--- config.mk ---
export PLATFORM = sky130hd
export DESIGN_NAME = packed_date_next_prev_top
export DESIGN_NICKNAME = d
export VERILOG_FILES = /design/src/sv/pdnp_pkg.sv /design/src/sv/pdnp_split.sv /design/src/sv/pdnp_step.sv /design/src/sv/pdnp_pack.sv /design/src/sv/packed_date_next_prev_top.sv
export SDC_FILE = /design/constraint.sdc
export NUM_CORES = 2
export LEC_CHECK = 0
export ABC_AREA = 1
export BUFFER_PORTS_ARGS = -buffer_cell sky130_fd_sc_hd__clkbuf_2
export CAP_MARGIN = 20
export CORE_MARGIN = 1.5
export CORE_UTILIZATION = 25
export CTS_CLUSTER_SIZE = 28
export DETAILED_ROUTE_END_ITERATION = 6
export GPL_TIMING_DRIVEN = 1
export PLACE_DENSITY_LB_ADDON = 0.05
export SYNTH_ARGS = -nofsm -noshare
export SYNTH_HDL_FRONTEND = slang
export SYNTH_SLANG_ARGS = --single-unit
--- constraint.sdc ---
create_clock -name clk -period 8.8 [get_ports clk]
set_input_delay 1.76 -clock clk [delete_from_list [all_inputs] [get_ports clk]]
set_output_delay 1.76 -clock clk [all_outputs]
set_load 0.01 [all_outputs]
--- src/sv/pdnp_pkg.sv ---
// Package for the packed date next/previous stepper.
// Holds the field widths, reciprocal constants, month table and the types shared by
// pdnp_split, pdnp_step, pdnp_pack and packed_date_next_prev_top.
package pdnp_pkg;

	// Field widths
	localparam int DATE_W  = 27;
	localparam int YEAR_W  = 14;   // v / 10000 stays below 2^14
	localparam int YEARX_W = 15;   // stepped year, two's complement (-1 possible)
	localparam int REM_W   = 14;   // v % 10000
	localparam int MON_W   = 7;
	localparam int DAY_W   = 7;
	localparam int LEN_W   = 5;

	// Step direction codes
	localparam logic FUNC_NEXT = 1'b0;
	localparam logic FUNC_PREV = 1'b1;

	// Reciprocal for v / 10000 over 27-bit v: q = (v * RECIP_10K) >> SHIFT_10K
	localparam logic [27:0] RECIP_10K = 28'd219902326;
	localparam int          SHIFT_10K = 41;
	// Reciprocal for x / 100 over 14-bit x: q = (x * RECIP_100) >> SHIFT_100
	localparam logic [14:0] RECIP_100 = 15'd20972;
	localparam int          SHIFT_100 = 21;

	localparam logic [13:0]      K_10000 = 14'd10000;
	localparam logic [6:0]       K_100   = 7'd100;
	localparam logic [MON_W-1:0] MON_DEC = 7'd12;
	localparam logic [MON_W-1:0] MON_WRAP = 7'd13;
	localparam logic [MON_W-1:0] MON_JAN = 7'd1;
	localparam logic [MON_W-1:0] MON_FEB = 7'd2;
	localparam logic [DAY_W-1:0] DAY_LAST_DEC = 7'd31;
	localparam logic [LEN_W-1:0] LEN_LONG = 5'd31;
	localparam logic [LEN_W-1:0] LEN_FEB_LEAP = 5'd29;

	// Split date, after the divide stages
	typedef struct packed {
		logic              func;
		logic [YEAR_W-1:0] yy;
		logic [MON_W-1:0]  mm;
		logic [REM_W-1:0]  rem;    // v % 10000, day still folded in
		logic              leap;
	} pdnp_split_t;

	// Stepped date, ready to repack
	typedef struct packed {
		logic [YEARX_W-1:0] yy;
		logic [MON_W-1:0]   mm;
		logic [DAY_W-1:0]   dd;
	} pdnp_ymd_t;

	// Per-stage load enables
	typedef struct packed {
		logic s1;
		logic s2;
		logic s3;
		logic s4;
		logic s5;
		logic out;
	} pdnp_en_t;

	// Days in a month; month zero counts as zero days, above twelve as 31
	function automatic logic [LEN_W-1:0] days_in(input logic [MON_W-1:0] mm, input logic leap);
		logic [LEN_W-1:0] len;
		begin
			if (mm > MON_DEC) begin
				len = LEN_LONG;
			end else begin
				unique case (mm[3:0])
					4'd0:  len = 5'd0;
					4'd1:  len = 5'd31;
					4'd2:  len = leap ? LEN_FEB_LEAP : 5'd28;
					4'd3:  len = 5'd31;
					4'd4:  len = 5'd30;
					4'd5:  len = 5'd31;
					4'd6:  len = 5'd30;
					4'd7:  len = 5'd31;
					4'd8:  len = 5'd31;
					4'd9:  len = 5'd30;
					4'd10: len = 5'd31;
					4'd11: len = 5'd30;
					4'd12: len = 5'd31;
					default: len = 5'd0;
				endcase
			end
			return len;
		end
	endfunction

endpackage

--- src/sv/pdnp_split.sv ---
// Input register and divide stages: splits packed YYYYMMDD into year, month and
// remainder, and works out the leap flag. Depends on pdnp_pkg.
module pdnp_split import pdnp_pkg::*; (
	input  logic              clk,
	input  pdnp_en_t          en,
	input  logic              func,
	input  logic [DATE_W-1:0] date_in,
	output pdnp_split_t       split
);

	logic              func_s1;
	logic [DATE_W-1:0] date_s1;

	logic              func_s2;
	logic [YEAR_W-1:0] yy_s2;
	logic [REM_W-1:0]  lo_s2;

	logic              func_s3;
	logic [YEAR_W-1:0] yy_s3;
	logic [REM_W-1:0]  rem_s3;
	logic [7:0]        yh_s3;

	logic              func_s4;
	logic [YEAR_W-1:0] yy_s4;
	logic [REM_W-1:0]  rem_s4;
	logic [MON_W-1:0]  mm_s4;
	logic              leap_s4;

	logic [54:0] yq_prod;
	logic [27:0] ym_prod;
	logic [28:0] yh_prod;
	logic [28:0] mq_prod;
	logic [14:0] yc_prod;
	logic        div100;
	logic        leap;

	// Capture the input beat
	always_ff @(posedge clk) begin
		if (en.s1) begin
			func_s1 <= func;
			date_s1 <= date_in;
		end
	end

	// Year by reciprocal multiply
	assign yq_prod = {27'd0, date_s1} * {27'd0, RECIP_10K};

	always_ff @(posedge clk) begin
		if (en.s2) begin
			func_s2 <= func_s1;
			yy_s2   <= yq_prod[SHIFT_10K +: YEAR_W];
			lo_s2   <= date_s1[REM_W-1:0];
		end
	end

	// Remainder mod 2^14 is exact, since it stays below 10000; year / 100 for leap test
	assign ym_prod = {14'd0, yy_s2} * {14'd0, K_10000};
	assign yh_prod = {15'd0, yy_s2} * {14'd0, RECIP_100};

	always_ff @(posedge clk) begin
		if (en.s3) begin
			func_s3 <= func_s2;
			yy_s3   <= yy_s2;
			rem_s3  <= lo_s2 - ym_prod[REM_W-1:0];
			yh_s3   <= yh_prod[SHIFT_100 +: 8];
		end
	end

	// Month by reciprocal multiply; leap: by 4 and not by 100, or by 400
	assign mq_prod = {15'd0, rem_s3} * {14'd0, RECIP_100};
	assign yc_prod = {7'd0, yh_s3} * {8'd0, K_100};
	assign div100  = (yc_prod == {1'b0, yy_s3});
	assign leap    = ((yy_s3[1:0] == 2'd0) && !div100) || (div100 && (yh_s3[1:0] == 2'd0));

	always_ff @(posedge clk) begin
		if (en.s4) begin
			func_s4 <= func_s3;
			yy_s4   <= yy_s3;
			rem_s4  <= rem_s3;
			mm_s4   <= mq_prod[SHIFT_100 +: MON_W];
			leap_s4 <= leap;
		end
	end

	assign split.func = func_s4;
	assign split.yy   = yy_s4;
	assign split.mm   = mm_s4;
	assign split.rem  = rem_s4;
	assign split.leap = leap_s4;

endmodule

--- src/sv/pdnp_step.sv ---
// Day step stage: recovers the day and rolls day, month and year forward or back.
// Depends on pdnp_pkg.
module pdnp_step import pdnp_pkg::*; (
	input  logic        clk,
	input  pdnp_en_t    en,
	input  pdnp_split_t split,
	output pdnp_ymd_t   ymd
);

	logic [13:0]        mc_prod;
	logic [DAY_W-1:0]   dd;
	logic [LEN_W-1:0]   len_cur;
	logic [LEN_W-1:0]   len_prv;
	logic [MON_W-1:0]   mm_dec;
	logic [DAY_W:0]     dd_inc;
	logic [YEARX_W-1:0] yy_ext;
	logic [YEARX_W-1:0] yy_n;
	logic [MON_W-1:0]   mm_n;
	logic [DAY_W-1:0]   dd_n;
	pdnp_ymd_t          ymd_s5;

	// Day is what is left after the month hundreds; exact mod 2^7
	assign mc_prod = {7'd0, split.mm} * {7'd0, K_100};
	assign dd      = split.rem[DAY_W-1:0] - mc_prod[DAY_W-1:0];

	assign mm_dec  = split.mm - MON_JAN;
	assign len_cur = days_in(split.mm, split.leap);
	assign len_prv = days_in(mm_dec, split.leap);
	assign dd_inc  = {1'b0, dd} + 8'd1;
	assign yy_ext  = {1'b0, split.yy};

	// Roll forward or back
	always_comb begin
		yy_n = yy_ext;
		mm_n = split.mm;
		dd_n = dd;
		if (split.func == FUNC_NEXT) begin
			if (dd_inc > {3'd0, len_cur}) begin
				dd_n = 7'd1;
				mm_n = split.mm + MON_JAN;
			end else begin
				dd_n = dd_inc[DAY_W-1:0];
			end
			if (mm_n == MON_WRAP) begin
				mm_n = MON_JAN;
				yy_n = yy_ext + 15'd1;
			end
		end else begin
			priority if (((split.mm == MON_JAN) && (dd == 7'd1)) ||
					((split.mm == 7'd0) && (dd <= 7'd1))) begin
				yy_n = yy_ext - 15'd1;
				mm_n = MON_DEC;
				dd_n = DAY_LAST_DEC;
			end else if (dd > 7'd1) begin
				dd_n = dd - 7'd1;
			end else begin
				mm_n = mm_dec;
				dd_n = {2'd0, len_prv};
			end
		end
	end

	always_ff @(posedge clk) begin
		if (en.s5) begin
			ymd_s5.yy <= yy_n;
			ymd_s5.mm <= mm_n;
			ymd_s5.dd <= dd_n;
		end
	end

	assign ymd = ymd_s5;

endmodule

--- src/sv/pdnp_pack.sv ---
// Repack stage: forms year*10000 + month*100 + day modulo 2^27 into the output register.
// Depends on pdnp_pkg.
module pdnp_pack import pdnp_pkg::*; (
	input  logic              clk,
	input  pdnp_en_t          en,
	input  pdnp_ymd_t         ymd,
	output logic [DATE_W-1:0] date_out
);

	logic [DATE_W-1:0] yy_sx;
	logic [40:0]       y_prod;
	logic [13:0]       m_prod;
	logic [DATE_W-1:0] packed_sum;
	logic [DATE_W-1:0] date_out_q;

	// Sign-extend the year so a year of -1 wraps correctly
	assign yy_sx      = {{(DATE_W-YEARX_W){ymd.yy[YEARX_W-1]}}, ymd.yy};
	assign y_prod     = {14'd0, yy_sx} * {27'd0, K_10000};
	assign m_prod     = {7'd0, ymd.mm} * {7'd0, K_100};
	assign packed_sum = y_prod[DATE_W-1:0] + {13'd0, m_prod} + {20'd0, ymd.dd};

	// Hold the result beat
	always_ff @(posedge clk) begin
		if (en.out) begin
			date_out_q <= packed_sum;
		end
	end

	assign date_out = date_out_q;

endmodule

--- src/sv/packed_date_next_prev_top.sv ---
// Top level of the packed date next/previous stepper: handshake and stage valids.
// Depends on pdnp_pkg, pdnp_split, pdnp_step and pdnp_pack.
//
//  channel | signals                           | direction
//  --------+-----------------------------------+-----------
//  in      | in_valid, in_stall, func, date_in | into block
//  out     | out_valid, out_stall, date_out    | out of block
//
// Six register stages: input, year divide, remainder, month and leap, day step, repack.
// One beat is accepted every cycle while in_stall is low.
// Each stage loads when empty or when the stage after it moves, so bubbles close up
// and input beats keep flowing while a result waits on out_stall, until all six
// stages hold a beat.
// arst_n clears the stage valids only; the datapath registers carry no reset.
module packed_date_next_prev_top import pdnp_pkg::*; (
	input  logic              clk,
	input  logic              arst_n,
	input  logic              in_valid,
	output logic              in_stall,
	input  logic              func,
	input  logic [DATE_W-1:0] date_in,
	output logic              out_valid,
	input  logic              out_stall,
	output logic [DATE_W-1:0] date_out
);

	localparam int NSTG = 6;

	logic [NSTG-1:0] valid_q;
	logic [NSTG-1:0] rdy;
	logic [NSTG-1:0] ld;
	logic [NSTG-1:0] vin;
	pdnp_en_t        en;
	pdnp_split_t     split;
	pdnp_ymd_t       ymd;

	// Stage ready chain: a stage takes a beat when empty or draining
	always_comb begin
		rdy[NSTG-1] = !valid_q[NSTG-1] || !out_stall;
		for (int i = NSTG-2; i >= 0; i--) begin
			rdy[i] = !valid_q[i] || rdy[i+1];
		end
	end

	assign vin = {valid_q[NSTG-2:0], in_valid};
	assign ld  = vin & rdy;

	// Advance valids
	always_ff @(posedge clk or negedge arst_n) begin
		if (!arst_n) begin
			valid_q <= '0;
		end else begin
			for (int i = 0; i < NSTG; i++) begin
				if (rdy[i]) begin
					valid_q[i] <= vin[i];
				end
			end
		end
	end

	assign en.s1  = ld[0];
	assign en.s2  = ld[1];
	assign en.s3  = ld[2];
	assign en.s4  = ld[3];
	assign en.s5  = ld[4];
	assign en.out = ld[5];

	assign in_stall  = !rdy[0];
	assign out_valid = valid_q[NSTG-1];

	pdnp_split u_split (
		.clk     (clk),
		.en      (en),
		.func    (func),
		.date_in (date_in),
		.split   (split)
	);

	pdnp_step u_step (
		.clk   (clk),
		.en    (en),
		.split (split),
		.ymd   (ymd)
	);

	pdnp_pack u_pack (
		.clk      (clk),
		.en       (en),
		.ymd      (ymd),
		.date_out (date_out)
	);

endmodule

; ---- Yosys cells after proc, flatten, opt, wreduce, memory -nomap -nowiden
; Cells that the tools add are included.
[totals]
inputBits = 32
regBits = 186
[classes]
n_mul = 8
n_addsub = 10
order_cmp = 5
mux = 18
n_eq_ne = 28
reduce_logical = 28
bitwise_logic = 1
[ops]
columns = cell, count
row1 = $mux W7, 10
row2 = $mul A27 B27 Y54 const B, 1
row3 = $mux W15, 3
row4 = $eq A4 B4 Y1 const B, 10
row5 = $eq A4 B3 Y1 const B, 8
row6 = $pmux W5 S3, 2
row7 = $add A27 B14 Y27, 1
row8 = $add A27 B7 Y27, 1
row9 = $mul A14 B13 Y27 const B, 1
row10 = $mul A27 B10 Y23 const B, 1
row11 = $mul A14 B13 Y26 const B, 1
row12 = $eq A4 B2 Y1 const B, 4
row13 = $add A14 B1 Y15 const B, 1
row14 = $eq A15 B14 Y1, 1
row15 = $sub A14 B1 Y15 const B, 1
row16 = $eq A7 B1 Y1 const B, 2
row17 = $gt A7 B4 Y1 const B, 2
row18 = $mul A14 B10 Y10 const B, 1
row19 = $reduce_or A7 Y1, 2
row20 = $sub A14 B14 Y14, 1
row21 = $sub A7 B1 Y7 const B, 2
row22 = $mul A8 B5 Y13 const B, 1
row23 = $mul A7 B5 Y12 const B, 1
row24 = $mux W5, 2
row25 = 17 further kinds, 38

; ---- Logic depth before layout (Yosys ltp)
[depth]
depth_word = 10
ltp_mapped = 28
depth_no_buf = 28

; ---- Hierarchy
; A second synthesis with hierarchy kept.
[hier_totals]
cells_unflattened = 4214
hier_area_um2 = 36562.6
[modules_own_cells]
columns = module, area_each_um2, seq_area_each_um2, cells_per_inst, instances
row1 = pdnp_split, 27416.3, 3933.8, 2964, 1
row2 = pdnp_pack, 5422.7, 810.8, 696, 1
row3 = pdnp_step, 3433.3, 870.8, 518, 1
row4 = packed_date_next_prev_top, 290.3, 150.1, 36, 1

; ---- Worst setup path after synthesis
; OpenSTA, ideal clock, no wires.
[synth_path]
path_kind = register to register
from = register u_split.date_s1[7]
to = register u_split.yy_s2[12], data pin
setup_slack_ns = 2.828
path_stages_with_launch = 21
n_path_buf = 0
required_time_ns = 8.538
arrival_ns = 5.710
period_less_slack_ns = 5.972
path_cell_list = edfxtp_1 > ha_1 > fa_1 > inv_1 > fa_1 > fa_1 > fa_1 > inv_1 > fa_1 > inv_1 > fa_1 > inv_1 > ha_1 > nand2_1 > nor2_1 > inv_1 > nor4_1 > nand2_1 > o211ai_1 > a21oi_1 > xor2_1
[synth_between]
elab_chain_cells = 1
[synth_rtl]
columns = item, line
row1 = "start, declared", pdnp_split.sv:12  ; logic [DATE_W-1:0] date_s1;
row2 = "start signal, assigned", pdnp_split.sv:41  ; date_s1 <= date_in;
row3 = $mul A27 B27 Y54, pdnp_split.sv:46  ; assign yq_prod = {27'd0, date_s1} * {27'd0, RECIP_10K};
row4 = net u_split.yq_prod[53], pdnp_split.sv:29  ; logic [54:0] yq_prod;
row5 = "end signal, assigned", pdnp_split.sv:51  ; yy_s2 <= yq_prod[SHIFT_10K +: YEAR_W];
row6 = "end, declared", pdnp_split.sv:15  ; logic [YEAR_W-1:0] yy_s2;
; The timed path passes the listed nets, and every way through them passes these cells.
; A chain may end at the register's enable or synchronous reset.

; ---- Final worst setup path
[layout_path]
from = register u_split.date_s1[12]
to = register u_split.yy_s2[10], data pin
; Same word-level chain as after synthesis.

==> results.json <==
{
  "status": "finished clean",
  "fin_crit_ns": 6.63,
  "num-fill-cells": 14800,
  "finalSetupViolCount": 0,
  "synth_xor_xnor_area_share_pct": 3.87,
  "clock.fmax_mhz": 151,
  "routed_wirelength_um": 102000,
  "clock_sinks": 186,
  "cts_hold_buffers": 0,
  "finalSetupTns_ns": 0,
  "grt-ovfl-total": 0,
  "layout_common_cells": "inv_1, ha_1, fa_1",
  "first_pass_iters": 5,
  "yosys_warnings": 0,
  "cts.clk_slew.worst_paths_ns": 0.11,
  "synth_top_family_by_area": "adder cells",
  "hold_viol": 0,
  "async_flop_share_pct": 3.23,
  "cpLargestDelayFamily": "adder cells",
  "maxCapViolCount": 0,
  "cts_max_level": 4,
  "post_synth_and_or_nand_nor_area_fraction_pct": 9.46,
  "r2r_cells": 20,
  "synthFlopType": "edfxtp_1",
  "clockBufferDepth": 2,
  "multi_input_area_um2": 24400,
  "dp_hpwl_um": 91000,
  "cp.depth": 20,
  "grt_pass1_vias": 26200,
  "rsz0062_at_grt": "no",
  "crit_buf_inv": 4,
  "clk_latency_ns": 0.53,
  "core_region_area_um2": 136000,
  "crit_fanout": 9,
  "hold_end": "u_split.rem_s3[2]",
  "dieArea_um2": 140000,
  "start_util_pct": 25.3,
  "synth_area_um2": 34300,
  "critPathMaxStageDelay_ns": 0.67,
  "setup_ws_ns": 2.17,
  "ff2ff_setup_slack_ns": 2.17,
  "fin_crit_sh_pct": 75.3,
  "grt_max_degree": 38,
  "synthesis.nets": 4908,
  "avgRoutedWirePerCell_um": 18.3,
  "utilization_pct": 27.6,
  "num_rows": 135,
  "dpl.cell_count": 5572,
  "nNetsFinal": 4971,
  "tightest_slew_ns": 0.962,
  "die_y_um": 374,
  "rr_endpoint": "u_split.yy_s2[10]",
  "antenna_found_initial": 1,
  "synth_edf_count": 180,
  "drt-initial-drc-count": 941,
  "synth.distinct_cells": 50,
  "cp.arrival_ns": 6.89,
  "maxSlewViolCount": 0,
  "drive_above_1_share_pct": 3.30,
  "cp.required_ns": 9.06,
  "syn_inst": 3747,
  "cts_tree": "built",
  "synth-seq-cells": 186,
  "antenna_left": 0,
  "synthMuxAreaShare_pct": 0,
  "synth_compound_area_share_pct": 5.75,
  "grt_pass1_wl_um": 161000,
  "dp_slack_ns": 2.16,
  "hold_depth": 0,
  "num_io_pins": 61,
  "hp-start": "u_split.lo_s2[2]",
  "path_cells": "ha_1 -> inv_1 -> fa_1 -> inv_1 -> fa_1 -> fa_1 -> fa_1 -> fa_1 -> inv_1 -> fa_1 -> inv_1 -> ha_1 -> nand2_1 -> nor2_1 -> nor4b_1 -> nand4_1 -> nand3_1 -> nand3_1 -> nand3_1 -> xor2_1",
  "setup.worst_path.end_class": "flop",
  "ctsResizeCount": 0,
  "synth.avg_cell_area_um2": 9.16,
  "n_antenna_cell": 0,
  "drt-vias-per-instance": 4.12,
  "relSlewSlack_pct": 35.5,
  "root_buffer": "clkbuf_16",
  "yosys.area_share.adder_pct": 52.0,
  "area_growth_syn_to_layout_pct": 9.12,
  "drc": 0,
  "grtUsageTotal_pct": 15.4,
  "startpoint_type": "flop",
  "regArea_um2": 5560,
  "skew_ns": 0.0319,
  "port_buffers": 60,
  "gp_congestion": 0.839,
  "hp-class": "flop to flop",
  "postCtsSetupRepairBufs": 0,
  "cpMostUsedCell": "fa_1",
  "stdcell_count": 5604,
  "crit_type": "flop to flop",
  "r2r-start": "u_split.date_s1[12]",
  "via_count": 23100,
  "cts_buffers": 17,
  "mostFrequentLayoutCell": "inv_1",
  "seq_area_frac_synth_pct": 16.2,
  "die_w_um": 374,
  "crit_slowest_cell": "edfxtp_1"
}
==> cell type report <==
| type | count | share of cell area [%] |
|---|---|---|
| Multi-Input combinational cell | 2406 | 65.2 |
| Sequential cell | 186 | 14.8 |
| Inverter | 1134 | 11.4 |
| Tap cell | 1781 | 5.95 |
| Clock buffer | 17 | 1.14 |
| Timing Repair Buffer | 65 | 0.902 |
| Clock inverter | 15 | 0.594 |
==> cells in the mapped netlist, drive strengths merged, types with 13 or more instances <==
| library cell | n | area share [%] |
|---|---|---|
| nand4 | 32 | 0.60 |
| o21ai | 124 | 1.8 |
| nor2 | 194 | 2.2 |
| xnor2 | 49 | 1.2 |
| edfxtp | 180 | 16 |
| inv | 1133 | 12 |
| a21oi | 165 | 2.4 |
| nor3 | 28 | 0.41 |
| nand2 | 395 | 4.4 |
| ha | 631 | 23 |
| nand3 | 95 | 1.4 |
| a31oi | 14 | 0.26 |
| xor2 | 100 | 2.6 |
| clkbuf | 13 | 0.14 |
| fa | 498 | 29 |
==> state kept, by name, summed over array words and instances (netlist names), 6 cells and up <==
name,cells
u_split.date_s1,27
u_split.yy_s3,14
u_split.yy_s2,14
valid_q,6
u_split.yh_s3,8
u_step.ymd,29
u_split.mm_s4,7
u_split.rem_s4,7
u_split.lo_s2,14
u_pack.date_out,27
u_split.rem_s3,14
u_split.yy_s4,14
==> how the worst max path moves through the flow <==
stage | from | endpoint | slack [ns]
floorplan | u_split.date_s1[7] | u_split.yy_s2[12] | 2.83
global placement | u_split.date_s1[7] | u_split.yy_s2[12] | 2.17
detailed placement | u_split.date_s1[7] | u_split.yy_s2[12] | 2.16
CTS | u_split.date_s1[7] | u_split.yy_s2[12] | 2.12
global route | u_split.date_s1[8] | u_split.yy_s2[12] | 1.70
finish | u_split.date_s1[12] | u_split.yy_s2[10] | 2.17
==> routing by layer <==
metal / part of all wire [%] / global-route usage, %
met5: 0 / 0
met4: 1.9 / 3.40
met3: 2.1 / 1.78
met2: 47 / 26.1
met1: 49 / 20.8
==> kinds of logic (layout without fill, tap and decap cells) <==
logic type,Yosys count,in the layout
xor+xnor,150,150
flops,186,186
fa+ha+maj,1129,1129
simple gates,767,767
buf+inv,1155,1231
compound gates,360,360
==> metrics by stage <==
step / hold WS, ns / area (um^2)
2_1_floorplan: 0.400 / 34300
3_5_place_dp: 0.405 / 36800
6_report: 0.427 / 37500
4_1_cts: 0.428 / 37500
5_1_grt: 0.439 / 37500
3_3_place_gp: 0.403 / 36800
==> worst register-to-register path: stages (launching register included) <==
cell and delay, ns:
edfxtp_1 0.67, ha_1 0.52, inv_1 0.21, fa_1 0.53, inv_1 0.05, fa_1 0.55, fa_1 0.45, fa_1 0.53
fa_1 0.55, inv_1 0.05, fa_1 0.53, inv_1 0.04, ha_1 0.33, nand2_1 0.11, nor2_1 0.18, nor4b_1 0.38
nand4_1 0.15, nand3_1 0.24, nand3_1 0.11, nand3_1 0.10, xor2_1 0.07
Power is left out: the tool's default activity adds up to more than one toggle a clock period on the data nets, which glitch-free logic cannot reach.
